==> src/rtl/stdm_pkg.sv <==
// shared constants, types and the mask weight table for the stdm embedder
package stdm_pkg;

	localparam int unsigned ELEMS      = 16;
	localparam int unsigned IDX_W      = 4;
	localparam int unsigned COEF_W     = 24;
	localparam int unsigned STEP_W     = 23;
	localparam int unsigned FACT_W     = 16;
	localparam int unsigned KEY_W      = 14;
	localparam int unsigned QUOT_W     = 28;
	localparam int unsigned ACC_W      = 48;
	localparam int unsigned MUL_A_W    = 41;
	localparam int unsigned MUL_B_W    = 18;
	localparam int unsigned PROD_W     = MUL_A_W + MUL_B_W;
	localparam int unsigned WEIGHT_W   = 15;
	localparam int unsigned CFG_IDX_W  = 2;

	localparam logic [CFG_IDX_W-1:0] REG_STEP_SIZE  = 2'd0;
	localparam logic [CFG_IDX_W-1:0] REG_COMP_FACT  = 2'd1;

	localparam logic [STEP_W-1:0] STEP_RESET = 23'd2560;
	localparam logic [FACT_W-1:0] FACT_RESET = 16'd45875;

	typedef struct packed {
		logic                 start;
		logic [QUOT_W-1:0]    dividend;
		logic [STEP_W-1:0]    divisor;
	} mod_req_t;

	typedef struct packed {
		logic                 done;
		logic [STEP_W-1:0]    rem;
	} mod_rsp_t;

	function automatic logic [WEIGHT_W-1:0] weight(input logic [IDX_W-1:0] k);
		logic [WEIGHT_W-1:0] w;
		unique case (k)
			4'd0:  w = 15'd0;
			4'd1:  w = 15'd1660;
			4'd2:  w = 15'd3434;
			4'd3:  w = 15'd6840;
			4'd4:  w = 15'd1660;
			4'd5:  w = 15'd3205;
			4'd6:  w = 15'd4264;
			4'd7:  w = 15'd6583;
			4'd8:  w = 15'd3434;
			4'd9:  w = 15'd4264;
			4'd10: w = 15'd8786;
			4'd11: w = 15'd12450;
			4'd12: w = 15'd6840;
			4'd13: w = 15'd6583;
			4'd14: w = 15'd12450;
			4'd15: w = 15'd20750;
			default: w = 15'd0;
		endcase
		return w;
	endfunction

endpackage

==> src/rtl/stdm_watermark_block_embed.sv <==
// top level of the stdm embedder: load, sequencer, shared multiplier and result port
// Coefficients of one 4x4 block are taken one per cycle while busy is low, row-major.
// On the sixteenth the block raises busy and works on one shared multiplier and a
// bit-serial remainder unit: two remainder passes (28 quotient bits and a hand-off each),
// marking each coefficient through multiply, add, accumulate and sum states, sequencing,
// and sending the marked coefficients. The 16 results come on consecutive cycles marked
// by strobe, registered behind the emit state, so the last one arrives in the first cycle
// that busy is low again. The results cannot be held off. Configuration writes are always
// taken (cfg_ready is high).
module stdm_watermark_block_embed (
	input  logic                          clk,
	input  logic                          arst_n,
	input  logic                          start,
	output logic                          busy,
	input  logic signed [23:0]            coefficient,
	input  logic [13:0]                   key_offset,
	input  logic                          message_bit,
	input  logic                          cfg_valid,
	output logic                          cfg_ready,
	input  logic [stdm_pkg::CFG_IDX_W-1:0] cfg_index,
	input  logic [stdm_pkg::STEP_W-1:0]   cfg_data,
	output logic                          strobe,
	output logic signed [23:0]            marked_coefficient,
	output logic                          last_of_block,
	output logic                          decoded_bit,
	output logic                          embed_error
);

	typedef enum logic [13:0] {
		ST_LOAD  = 14'b00000000000001,
		ST_FLUSH = 14'b00000000000010,
		ST_DITH  = 14'b00000000000100,
		ST_PREP  = 14'b00000000001000,
		ST_MODW  = 14'b00000000010000,
		ST_ERR   = 14'b00000000100000,
		ST_WMUL  = 14'b00000001000000,
		ST_WGT   = 14'b00000010000000,
		ST_MKMUL = 14'b00000100000000,
		ST_MKADD = 14'b00001000000000,
		ST_MKACC = 14'b00010000000000,
		ST_MKSUM = 14'b00100000000000,
		ST_THR   = 14'b01000000000000,
		ST_EMIT  = 14'b10000000000000
	} state_t;

	state_t                                 state_q;
	logic [stdm_pkg::STEP_W-1:0]            step_q;
	logic [stdm_pkg::FACT_W-1:0]            fact_q;
	logic [stdm_pkg::IDX_W-1:0]             cnt_q;
	logic [stdm_pkg::KEY_W-1:0]             key_q;
	logic                                   bit_q;
	logic                                   pass2_q;
	logic                                   prod_vld_q;
	logic signed [stdm_pkg::ACC_W-1:0]      acc_q;
	logic signed [stdm_pkg::PROD_W-1:0]     prod_q;
	logic                                   neg_q;
	logic [15:0]                            low_q;
	logic signed [39:0]                     e_q;
	logic signed [39:0]                     w_q;
	logic signed [23:0]                     mk_q;
	logic                                   dec_q;
	logic signed [23:0]                     store [stdm_pkg::ELEMS];
	logic                                   strobe_q;
	logic signed [23:0]                     out_coef_q;
	logic                                   out_last_q;
	logic                                   out_dec_q;
	logic                                   out_err_q;

	logic [stdm_pkg::STEP_W-1:0]            s_eff;
	logic                                   accept;
	logic signed [stdm_pkg::MUL_A_W-1:0]    mul_a;
	logic signed [stdm_pkg::MUL_B_W-1:0]    mul_b;
	logic signed [stdm_pkg::PROD_W-1:0]     mul_p;
	logic [stdm_pkg::WEIGHT_W-1:0]          wk;
	logic signed [43:0]                     x_val;
	logic signed [43:0]                     y_val;
	logic signed [27:0]                     y_hi;
	logic [stdm_pkg::STEP_W-1:0]            r_small;
	logic signed [39:0]                     e_val;
	logic signed [stdm_pkg::PROD_W-1:0]     w_sum;
	logic signed [stdm_pkg::PROD_W-1:0]     d_sum;
	logic signed [27:0]                     delta;
	logic signed [27:0]                     mk_sum;
	logic signed [23:0]                     mk_sat;
	logic [39:0]                            e_abs;
	stdm_pkg::mod_req_t                     mreq;
	stdm_pkg::mod_rsp_t                     mrsp;

	assign s_eff     = (step_q == '0) ? 23'd1 : step_q;
	assign accept    = start && (state_q == ST_LOAD);
	assign busy      = (state_q != ST_LOAD);
	assign cfg_ready = 1'b1;
	assign wk        = stdm_pkg::weight(cnt_q);

	always_comb begin
		mul_a = '0;
		mul_b = '0;
		unique case (state_q)
			ST_LOAD: begin
				mul_a = 41'(coefficient);
				mul_b = 18'({1'b0, wk});
			end
			ST_DITH: begin
				mul_a = 41'({1'b0, s_eff});
				mul_b = pass2_q ? 18'({1'b0, key_q}) : 18'({bit_q, 15'd0} + {2'b0, key_q});
			end
			ST_WMUL: begin
				mul_a = 41'(e_q);
				mul_b = 18'({1'b0, fact_q});
			end
			ST_MKMUL: begin
				mul_a = 41'(w_q);
				mul_b = 18'({1'b0, wk});
			end
			ST_MKACC: begin
				mul_a = 41'(mk_q);
				mul_b = 18'({1'b0, wk});
			end
			ST_THR: begin
				mul_a = 41'({1'b0, s_eff});
				mul_b = 18'(17'h10000 - {1'b0, fact_q});
			end
			default: begin
				mul_a = '0;
				mul_b = '0;
			end
		endcase
	end

	assign mul_p = mul_a * mul_b;

	assign x_val = {acc_q[42:0], 1'b0} - prod_q[43:0];
	assign y_val = x_val + 44'({s_eff, 15'd0});
	assign y_hi  = y_val[43:16];

	assign r_small = (neg_q && mrsp.rem != '0) ? (s_eff - mrsp.rem) : mrsp.rem;
	assign e_val   = 40'({s_eff, 15'd0}) - 40'({r_small, low_q});

	assign w_sum  = prod_q + 59'sd32768;
	assign d_sum  = prod_q + (59'sd1 <<< 30);
	assign delta  = d_sum[58:31];
	assign mk_sum = 28'(store[cnt_q]) + delta;
	assign mk_sat = (mk_sum > 28'sd8388607) ? 24'sh7FFFFF :
	                (mk_sum < -28'sd8388608) ? 24'sh800000 : mk_sum[23:0];
	assign e_abs  = e_q[39] ? 40'(-e_q) : 40'(e_q);

	assign mreq.start    = (state_q == ST_PREP);
	assign mreq.dividend = y_hi[27] ? 28'(-y_hi) : 28'(y_hi);
	assign mreq.divisor  = s_eff;

	stdm_mod_unit u_mod (
		.clk    (clk),
		.arst_n (arst_n),
		.req    (mreq),
		.rsp    (mrsp)
	);

	always_ff @(posedge clk or negedge arst_n) begin
		if (!arst_n) begin
			state_q    <= ST_LOAD;
			step_q     <= stdm_pkg::STEP_RESET;
			fact_q     <= stdm_pkg::FACT_RESET;
			cnt_q      <= '0;
			key_q      <= '0;
			bit_q      <= 1'b0;
			pass2_q    <= 1'b0;
			prod_vld_q <= 1'b0;
			acc_q      <= '0;
			strobe_q   <= 1'b0;
		end else begin
			if (cfg_valid && cfg_ready) begin
				if (cfg_index == stdm_pkg::REG_STEP_SIZE)
					step_q <= cfg_data;
				else if (cfg_index == stdm_pkg::REG_COMP_FACT)
					fact_q <= cfg_data[stdm_pkg::FACT_W-1:0];
			end
			strobe_q <= 1'b0;
			unique case (state_q)
				ST_LOAD: begin
					if (prod_vld_q)
						acc_q <= acc_q + 48'(prod_q);
					prod_vld_q <= accept;
					if (accept) begin
						if (cnt_q == '0) begin
							key_q <= key_offset;
							bit_q <= message_bit;
						end
						cnt_q <= cnt_q + 4'd1;
						if (cnt_q == 4'(stdm_pkg::ELEMS - 1))
							state_q <= ST_FLUSH;
					end
				end
				ST_FLUSH: begin
					acc_q      <= acc_q + 48'(prod_q);
					prod_vld_q <= 1'b0;
					state_q    <= ST_DITH;
				end
				ST_DITH:  state_q <= ST_PREP;
				ST_PREP: begin
					acc_q   <= '0;
					state_q <= ST_MODW;
				end
				ST_MODW: begin
					if (mrsp.done)
						state_q <= ST_ERR;
				end
				ST_ERR:   state_q <= pass2_q ? ST_THR : ST_WMUL;
				ST_WMUL:  state_q <= ST_WGT;
				ST_WGT: begin
					cnt_q   <= '0;
					state_q <= ST_MKMUL;
				end
				ST_MKMUL: state_q <= ST_MKADD;
				ST_MKADD: state_q <= ST_MKACC;
				ST_MKACC: state_q <= ST_MKSUM;
				ST_MKSUM: begin
					acc_q <= acc_q + 48'(prod_q);
					cnt_q <= cnt_q + 4'd1;
					if (cnt_q == 4'(stdm_pkg::ELEMS - 1)) begin
						pass2_q <= 1'b1;
						state_q <= ST_DITH;
					end else begin
						state_q <= ST_MKMUL;
					end
				end
				ST_THR: begin
					cnt_q   <= '0;
					state_q <= ST_EMIT;
				end
				ST_EMIT: begin
					strobe_q <= 1'b1;
					cnt_q    <= cnt_q + 4'd1;
					if (cnt_q == 4'(stdm_pkg::ELEMS - 1)) begin
						pass2_q <= 1'b0;
						state_q <= ST_LOAD;
					end
				end
				default: state_q <= ST_LOAD;
			endcase
		end
	end

	always_ff @(posedge clk) begin
		if (accept)
			store[cnt_q] <= coefficient;
		if (state_q == ST_MKADD) begin
			store[cnt_q] <= mk_sat;
			mk_q         <= mk_sat;
		end
		if (state_q == ST_LOAD || state_q == ST_DITH || state_q == ST_WMUL ||
		    state_q == ST_MKMUL || state_q == ST_MKACC || state_q == ST_THR)
			prod_q <= mul_p;
		if (state_q == ST_PREP) begin
			neg_q <= y_hi[27];
			low_q <= y_val[15:0];
		end
		if (state_q == ST_ERR)
			e_q <= e_val;
		if (state_q == ST_WGT)
			w_q <= w_sum[55:16];
		if (state_q == ST_EMIT) begin
			if (cnt_q == '0)
				dec_q <= !({e_abs[38:0], 1'b0} < prod_q[39:0]);
			out_coef_q <= store[cnt_q];
			out_last_q <= (cnt_q == 4'(stdm_pkg::ELEMS - 1));
			out_dec_q  <= (cnt_q == '0) ? !({e_abs[38:0], 1'b0} < prod_q[39:0]) : dec_q;
			out_err_q  <= ((cnt_q == '0) ? !({e_abs[38:0], 1'b0} < prod_q[39:0]) : dec_q)
			              != bit_q;
		end
	end

	assign strobe             = strobe_q;
	assign marked_coefficient = out_coef_q;
	assign last_of_block      = out_last_q && strobe_q;
	assign decoded_bit        = out_dec_q;
	assign embed_error        = out_err_q;

`ifndef SYNTHESIS
	a_onehot_state: assert property (@(posedge clk) disable iff (!arst_n)
		$onehot(state_q)) else $error("state not one-hot");
	a_burst: assert property (@(posedge clk) disable iff (!arst_n)
		strobe && !last_of_block |=> strobe) else $error("result burst broken");
	a_last_busy: assert property (@(posedge clk) disable iff (!arst_n)
		accept && cnt_q == 4'(stdm_pkg::ELEMS - 1) |=> busy)
		else $error("block not busy after last coefficient");
	a_no_strobe_load: assert property (@(posedge clk) disable iff (!arst_n)
		strobe && !last_of_block |-> busy) else $error("results while loading");
`endif

endmodule

==> src/rtl/stdm_mod_unit.sv <==
// bit-serial restoring remainder unit, one quotient bit per cycle
module stdm_mod_unit (
	input  logic              clk,
	input  logic              arst_n,
	input  stdm_pkg::mod_req_t req,
	output stdm_pkg::mod_rsp_t rsp
);

	logic [stdm_pkg::QUOT_W-1:0] dvd_q;
	logic [stdm_pkg::STEP_W-1:0] dvs_q;
	logic [stdm_pkg::STEP_W:0]   rem_q;
	logic [4:0]                  cnt_q;
	logic                        run_q;
	logic                        done_q;
	logic [stdm_pkg::STEP_W:0]   shifted;
	logic [stdm_pkg::STEP_W:0]   trial;

	assign shifted = {rem_q[stdm_pkg::STEP_W-1:0], dvd_q[stdm_pkg::QUOT_W-1]};
	assign trial   = shifted - {1'b0, dvs_q};

	always_ff @(posedge clk or negedge arst_n) begin
		if (!arst_n) begin
			run_q  <= 1'b0;
			done_q <= 1'b0;
			cnt_q  <= '0;
		end else begin
			done_q <= 1'b0;
			if (req.start) begin
				run_q <= 1'b1;
				cnt_q <= '0;
			end else if (run_q) begin
				cnt_q <= cnt_q + 5'd1;
				if (cnt_q == 5'(stdm_pkg::QUOT_W - 1)) begin
					run_q  <= 1'b0;
					done_q <= 1'b1;
				end
			end
		end
	end

	always_ff @(posedge clk) begin
		if (req.start) begin
			dvd_q <= req.dividend;
			dvs_q <= req.divisor;
			rem_q <= '0;
		end else if (run_q) begin
			dvd_q <= {dvd_q[stdm_pkg::QUOT_W-2:0], 1'b0};
			rem_q <= trial[stdm_pkg::STEP_W] ? shifted : trial;
		end
	end

	assign rsp.done = done_q;
	assign rsp.rem  = rem_q[stdm_pkg::STEP_W-1:0];

`ifndef SYNTHESIS
	a_done_pulse: assert property (@(posedge clk) disable iff (!arst_n)
		done_q |=> !done_q) else $error("remainder done held");
	a_rem_below: assert property (@(posedge clk) disable iff (!arst_n)
		done_q |-> (rem_q < {1'b0, dvs_q})) else $error("remainder not reduced");
	a_run_no_done: assert property (@(posedge clk) disable iff (!arst_n)
		run_q |-> !done_q) else $error("done while running");
`endif

endmodule
==> config.mk <==
export PLATFORM = sky130hd
export DESIGN_NAME = stdm_watermark_block_embed
export DESIGN_NICKNAME = d
export VERILOG_FILES = /design/src/rtl/stdm_pkg.sv /design/src/rtl/stdm_watermark_block_embed.sv /design/src/rtl/stdm_mod_unit.sv
export SDC_FILE = /design/constraint.sdc
export NUM_CORES = 2
export LEC_CHECK = 0
export BUFFER_PORTS_ARGS = -buffer_cell sky130_fd_sc_hd__buf_2
export CAP_MARGIN = 10
export CORE_MARGIN = 2
export CORE_UTILIZATION = 47
export DETAILED_ROUTE_END_ITERATION = 12
export GPL_TIMING_DRIVEN = 0
export PLACE_DENSITY_LB_ADDON = 0.12
export SETUP_SLACK_MARGIN = 0.4
export SKIP_CTS_REPAIR_TIMING = 1
export SYNTH_ARGS = -nofsm -noshare
export SYNTH_HDL_FRONTEND = slang
export SYNTH_SLANG_ARGS = --single-unit
export TNS_END_PERCENT = 20
==> constraint.sdc <==
create_clock -name clk -period 16.6 [get_ports clk]
set_input_delay 0.83 -clock clk [delete_from_list [all_inputs] [get_ports clk]]
set_output_delay 0.83 -clock clk [all_outputs]
set_load 0.01 [all_outputs]
Word level (Yosys, flattened, before mapping)

Memories as Yosys holds them, arrays and structs flattened.
Cells that the tools add are included.

Register bits: 411
Latch bits: 0
Bits in writable memories: 384
ROM bits: 240
Bits of input ports: 68
Memories kept: 2

Add/sub/neg operators: 15
$mul: 1
Divide/modulo/power cells: 0
$lt $le $gt $ge: 3
Equal/unequal tests: 25
Shift operators: 0
Multiplexer cells: 42
Bitwise logic cells: 2
Reductions and logical operators: 30

Memory list:

| memory          | words | width | rd ports | clocked after Yosys merged registers in | write ports | line                             | text |
|---|---|---|---|---|---|---|---|
| store           | 16    | 24    | 1        | 0                                       | 1           | stdm_watermark_block_embed.sv:62 | `logic signed [23:0] store [stdm_pkg::ELEMS];` |
| (no name shown) | 16    | 15    | 1        | 0                                       | 0           | stdm_pkg.sv:37                   | `unique case (k)` |

Operator list:

| cell                   | count |
|---|---|
| $pmux 41 s5            | 1 |
| $pmux 14 s14           | 1 |
| $pmux 48 s3            | 1 |
| $mux 28                | 3 |
| $mux 24                | 3 |
| $pmux 18 s4            | 1 |
| $mux 23                | 3 |
| $add 59x32->59 const B | 1 |
| $mul 41x18->59         | 1 |
| $add 56x17->56 const B | 1 |
| $mux 14                | 4 |
| $add 48x48->48         | 1 |
| $mux 48                | 1 |
| $add 44x38->44         | 1 |
| $sub 44x44->44         | 1 |
| $lt 40x40->1           | 1 |
| $sub 38x39->40         | 1 |
| $mux 39                | 1 |
| $neg 39->39            | 1 |
| $add 24x28->28         | 1 |
| $gt 28x24->1 const B   | 1 |
| $lt 28x24->1 const B   | 1 |
| $neg 28->28            | 1 |
| $sub 24x23->24         | 1 |
| 50 further kinds       | 85 |

Logic depth before layout (Yosys ltp)

Depth in word-level cells: 6
Gate-level depth with buffers: 39
Gate-level depth less buffers: 36

Modules after synthesis

Synthesis repeated with hierarchy kept, for this count alone.

Cells, all modules: 6670
Area, all modules: 68045.3 um^2

By module, submodules not included:

| module                     | times used | cells an instance | area an instance (um^2) | sequential area each (um^2) |
|---|---|---|---|---|
| stdm_watermark_block_embed | 1          | 6242              | 63419.6                 | 20714.9 |
| stdm_mod_unit              | 1          | 428               | 4625.7                  | 2167.1 |

Least setup slack after synthesis

No wires, ideal clock.

Kind: register to register
Start point: reg cnt_q[0] in the netlist's numbering
End point: reg prod_q[58] in the netlist's numbering, data pin
Library setup time: 0.260 ns
Data arrival time: 8.880 ns
Setup slack: 7.460 ns
Stages on the path, launching flop included: 34
Path buffers: 3
Cells stage by stage: dfrtp_1 -> inv_2 -> buf_1 -> ha_1 -> nor2b_1 -> a21oi_1 -> o21ai_0 -> a221oi_1 -> clkbuf_1 -> clkbuf_1 -> nor2_1 -> fa_1 -> inv_1 -> fa_1 -> inv_1 -> fa_1 -> fa_1 -> fa_1 -> inv_1 -> fa_1 -> inv_1 -> ha_1 -> and3_1 -> o21a_1 -> a21oi_1 -> a21boi_1 -> a211oi_1 -> o21a_1 -> o41ai_2 -> and4_1 -> o41a_1 -> a211o_1 -> a21oi_1 -> xnor2_1

Cells in the longest elaborated chain, start to end: 3

Ends and longest elaborated chain:

| element                | line                              | text |
|---|---|---|
| start, declared        | stdm_watermark_block_embed.sv:49  | `logic [stdm_pkg::IDX_W-1:0] cnt_q;` |
| start signal, assigned | stdm_watermark_block_embed.sv:188 | `cnt_q <= cnt_q + 4'd1;` |
| start signal, assigned | stdm_watermark_block_embed.sv:218 | `cnt_q <= cnt_q + 4'd1;` |
| start signal, assigned | stdm_watermark_block_embed.sv:232 | `cnt_q <= cnt_q + 4'd1;` |
| $mem_v2 16x15          | -                                 |  |
| $pmux 18 s4            | stdm_watermark_block_embed.sv:98  | `unique case (state_q)` |
| $mul 41x18->59         | stdm_watermark_block_embed.sv:130 | `assign mul_p = mul_a * mul_b;` |
| via mul_p, one bit     | stdm_watermark_block_embed.sv:73  | `logic signed [stdm_pkg::PROD_W-1:0] mul_p;` |
| end signal, assigned   | stdm_watermark_block_embed.sv:252 | `prod_q <= mul_p;` |
| end, declared          | stdm_watermark_block_embed.sv:55  | `logic signed [stdm_pkg::PROD_W-1:0] prod_q;` |

The timed path passes the listed nets, and every way through them passes these cells.
A chain may end at the register's enable or synchronous reset.

Final worst setup path

Start point: reg state_q[10]
End point: reg prod_q[58] in the netlist's numbering, data pin

Cells in the longest elaborated chain, start to end: 4
Elaborated cells between the ends (all ways): 11
Those cells by class: mul: 1; eq/ne: 6; mux: 2; reduce/logical: 2

Ends and longest elaborated chain:

| element                                                      | line                              | text |
|---|---|---|
| start, declared                                              | stdm_watermark_block_embed.sv:46  | `state_t state_q;` |
| start signal, assigned                                       | stdm_watermark_block_embed.sv:207 | `ST_ERR: state_q <= pass2_q ? ST_THR : ST_WMUL;` |
| $eq 14x1->1 (tied with other cells)                          | stdm_watermark_block_embed.sv:98  |  |
| $reduce_or 3->1 (no line) or $reduce_or 2->1 (tied branches) | -                                 |  |
| $pmux 18 s4 or $pmux 41 s5 (tied branches)                   | stdm_watermark_block_embed.sv:98  |  |
| $mul 41x18->59 *                                             | stdm_watermark_block_embed.sv:130 |  |
| via mul_p, one bit                                           | stdm_watermark_block_embed.sv:73  |  |

The timed path passes the listed nets; every way through them passes the cells marked *.

==> results.rst <==
.. list-table::
   :header-rows: 1

   * - Metric
     - Value
   * - Global routing met1 resource utilization
     - 44.4%
   * - Worst-Margin Slew
     - 1.43 ns
   * - Setup clock skew after layout
     - 0.0539 ns
   * - Achievable frequency
     - around 0.079 GHz
   * - Final Hold Fails
     - 0
   * - CP Class
     - register to register
   * - Initial Util
     - ~47%
   * - Number of levels in the clock H-tree
     - 3
   * - Synth Register Bits
     - 790
   * - Total Wirelength
     - around 230000 um
   * - Number of DRC violations after detailed-routing iteration 0
     - between 5000 and 6000
   * - Latest clock arrival within the worst-skew pair
     - 0.74 ns
   * - Crit end category
     - register
   * - Die width
     - between 300 and 400 um
   * - Accumulated negative setup slack
     - 0 ns
   * - ANT nets after route
     - 0
   * - Total of max-cap violations
     - 0
   * - Share of layout cells above drive strength 1
     - roughly 8.8%
   * - CTS root buffer
     - sky130_fd_sc_hd__clkbuf_16
   * - CTS clock-pin slew for the worst setup and hold paths
     - approximately 0.070 ns
   * - Congestion Overflow GR
     - 0
   * - Count of TritonRoute iterations in the first routing pass
     - 6
   * - Multiplexer share of the synthesized area
     - 5.16%
   * - Detailed-route vias per instance
     - approximately 5.8
   * - FF+latch area
     - around 0.023 mm^2
   * - Detailed-route wire length per cell
     - 26.6 um
   * - Worst reg-to-reg setup slack
     - 3.92 ns
   * - Post-synthesis compound-gate area fraction
     - about a tenth
   * - Boundary pin count
     - 98
   * - Post-synthesis sequential area ratio
     - between 30% and 40%
   * - Arrival time of the worst setup path
     - 13.19 ns
   * - Cell with the largest stage delay on the worst path
     - sky130_fd_sc_hd__nor4_1
   * - Area occupied by multi-input gates
     - 0.0400 mm^2
   * - Pin count of the biggest net entering global routing
     - 70
   * - Total number of vias
     - ~50000
   * - Unique masters post-synth
     - 105
   * - CTS tree
     - yes
   * - Number of enable-type register cells in the synthesized netlist
     - ~640
   * - GR Layer Usage met3
     - between 5 and 6%
   * - Post-Synth Simple-Gate Area
     - a little under an eighth
   * - Post-synth top flop
     - sky130_fd_sc_hd__edfxtp_1
   * - Worst-case clock buffer depth
     - 3
   * - Fraction of synthesized cell area in xor and xnor cells
     - 4.61%
   * - Relative slew slack
     - 4.43%
   * - Number of synthesis warnings
     - 0
   * - CP Max Fanout
     - 10
   * - Async set or reset register ratio after synthesis
     - ~16%
   * - Most frequent CP cell
     - sky130_fd_sc_hd__fa_1
   * - Mean area per synthesized cell
     - about 11 um^2
   * - Data required time at the worst endpoint
     - around 17 ns
   * - RSZ-0062 raised after global routing
     - no
   * - HPWL after DPL
     - 184000 um
   * - Post-layout net count
     - 7786
   * - Share of the core filled with cells
     - between 50% and 60%
   * - Max-slew violation count
     - 0
   * - Gr usage total
     - 31.6%
   * - Placer congestion estimate
     - 0.965
   * - CP Launch Type
     - register
   * - Initial antenna violation count
     - 8
   * - Dominant combinational cell family by area after synthesis
     - adder cells
   * - Top Usage Layer GRT
     - met2
   * - Post-detailed-route DRC marker count
     - 0
   * - Final critical-path share of the clock period
     - 76.4%
   * - First-pass GRT wire length
     - 335000 um
   * - Chip Height
     - between 300 and 400 um
   * - Total standard cell area after synthesis
     - 0.0675 mm^2
   * - Number of global-route vias before repair
     - 49700
   * - Core Area
     - ~0.14 mm^2
   * - Fill cell instance count of the final layout
     - 13100
   * - Port-buffer cells
     - 96
   * - FP Rows
     - between 100 and 150
   * - Area Overhead vs Synth
     - 9.70%
   * - Routing usage on met2
     - 49.0%
   * - Max stage delay on crit path
     - 1.02 ns
   * - Die Area
     - between 0.1 and 0.15 mm^2
   * - Cell count after synthesis
     - about 6400
   * - Clock sink count
     - 790
   * - Status
     - finished, final reports clean
   * - Shortest period the worst path allows
     - between 10 and 15 ns
   * - Final Setup Violations
     - 0
   * - Num CTS Buffers
     - 88
   * - Worst min path class
     - input port to asynchronous set/reset pin
   * - Fraction of the mapped netlist area in adder cells
     - 27.2%
cell type report:
type	count	share of cell area, %
Inverter	968	4.91
Clock inverter	49	0.822
Timing Repair Buffer	134	1.31
Clock buffer	114	3.26
Multi-Input combinational cell	4411	54.1
Sequential cell	790	30.9
Tap cell	1903	3.22
Buffer	264	1.44
Antenna cell	3	0.0101
Yosys cell counts (all sizes together) (25+ instances only):
cell type	n	area (um^2)
inv	968	3630
nand2	723	2710
fa	673	13500
edfxtp	642	19300
nor2	478	1810
ha	388	4850
a21oi	283	1450
xnor2	249	2200
o21ai	246	1230
clkbuf	198	744
a21o	140	1050
mux4	121	2730
dfrtp	113	2830
xor2	104	911
nand3	80	415
and2	70	438
buf	66	322
nor3	66	357
nand2b	52	325
nand4	51	332
a221oi	44	392
mux2	42	473
nor2b	42	263
o21a	42	317
and3	38	238
o31ai	36	285
o21bai	33	248
a221o	28	280
mux2i	28	280
nor4	26	214
a211oi	25	203
a22o	25	219
per-stage QoR:
step                hold WS, ns  setup slack, ns  area, um^2  instances
floorplan                 0.438             7.46       67500       6433
global placement          0.491             4.03       70400       8432
detailed placement        0.505             4.08       70900       8466
CTS                       0.151             4.06       74000       8629
global route              0.189             3.41       74000       8634
finish                    0.172             3.92       74000       8636
metal layers:
metal | up-vias | share of wire [%]
met5 | - | 0
met4 | 0 | 4.7
met3 | 401 | 8.5
met2 | 2142 | 45
met1 | 25500 | 42
li1 | 22200 | -
sequential cells by signal, summed over array words and instances, names as in the netlist, 4 cells and up:
register	count
step_q	23
u_mod.dvs_q	23
fact_q	16
cnt_q	4
marked_coefficient	24
prod_q	59
u_mod.dvd_q	28
key_q	14
acc_q	43
e_q	40
w_q	40
low_q	16
mk_q	24
u_mod.rem_q	23
state_q	14
store	384
u_mod.cnt_q	5
worst max-delay path, delay by kind of cell (launching register included):
| family | cells | cell delay (ns) |
|---|---|---|
| buf+inv | 9 | 2.79 |
| simple gates | 10 | 3.48 |
| flops | 1 | 0.42 |
| xor+xnor | 1 | 0.25 |
| fa+ha+maj | 7 | 3.44 |
| compound gates | 7 | 2.04 |
layout by cell type, fill, tap and decap left out, types with 41 or more instances in the layout:
| master | n |
|---|---|
| sky130_fd_sc_hd__o21a_1 | 41 |
| sky130_fd_sc_hd__dfrtp_1 | 113 |
| sky130_fd_sc_hd__nand2b_1 | 52 |
| sky130_fd_sc_hd__mux2_2 | 42 |
| sky130_fd_sc_hd__mux4_2 | 121 |
| sky130_fd_sc_hd__nand2_1 | 723 |
| sky130_fd_sc_hd__nand4_1 | 49 |
| sky130_fd_sc_hd__inv_1 | 967 |
| sky130_fd_sc_hd__nor2_1 | 474 |
| sky130_fd_sc_hd__buf_2 | 131 |
| sky130_fd_sc_hd__nor2b_1 | 42 |
| sky130_fd_sc_hd__nand3_1 | 77 |
| sky130_fd_sc_hd__nor3_1 | 62 |
| sky130_fd_sc_hd__a21o_1 | 140 |
| sky130_fd_sc_hd__clkbuf_16 | 90 |
| sky130_fd_sc_hd__and2_1 | 55 |
| sky130_fd_sc_hd__fa_1 | 673 |
| sky130_fd_sc_hd__xor2_1 | 104 |
| sky130_fd_sc_hd__ha_1 | 388 |
| sky130_fd_sc_hd__edfxtp_1 | 642 |
| sky130_fd_sc_hd__o21ai_0 | 227 |
| sky130_fd_sc_hd__a21oi_1 | 272 |
| sky130_fd_sc_hd__xnor2_1 | 247 |
| sky130_fd_sc_hd__clkbuf_1 | 213 |
logic make-up (layout without fill, tap and decap cells):
family | count (synthesis) | in the layout
AND/OR/NAND/NOR | 1728 | 1728
AO/OA/AOI/OAI | 1059 | 1059
other | 2 | 22
XOR/XNOR | 353 | 353
multiplexers | 191 | 191
flip-flops | 790 | 790
buffers and inverters | 1232 | 1529
adder cells (fa/ha/maj) | 1061 | 1061
worst paths after layout:
check	startpoint	cells past startpoint	endpoint
setup / recovery	state_q[10]	34	prod_q[58]
hold / removal	arst_n	1	u_mod.cnt_q[2]
setup reg to reg	state_q[10]	34	prod_q[58]
hold reg to reg	key_q[1]	1	key_q[1]
max in group asynchronous	arst_n	2	cnt_q[1]
min in group clk	cfg_data[22]	2	step_q[22]
Power is left out: the tool's default activity adds up to more than one toggle a clock period on the data nets, which glitch-free logic cannot reach.
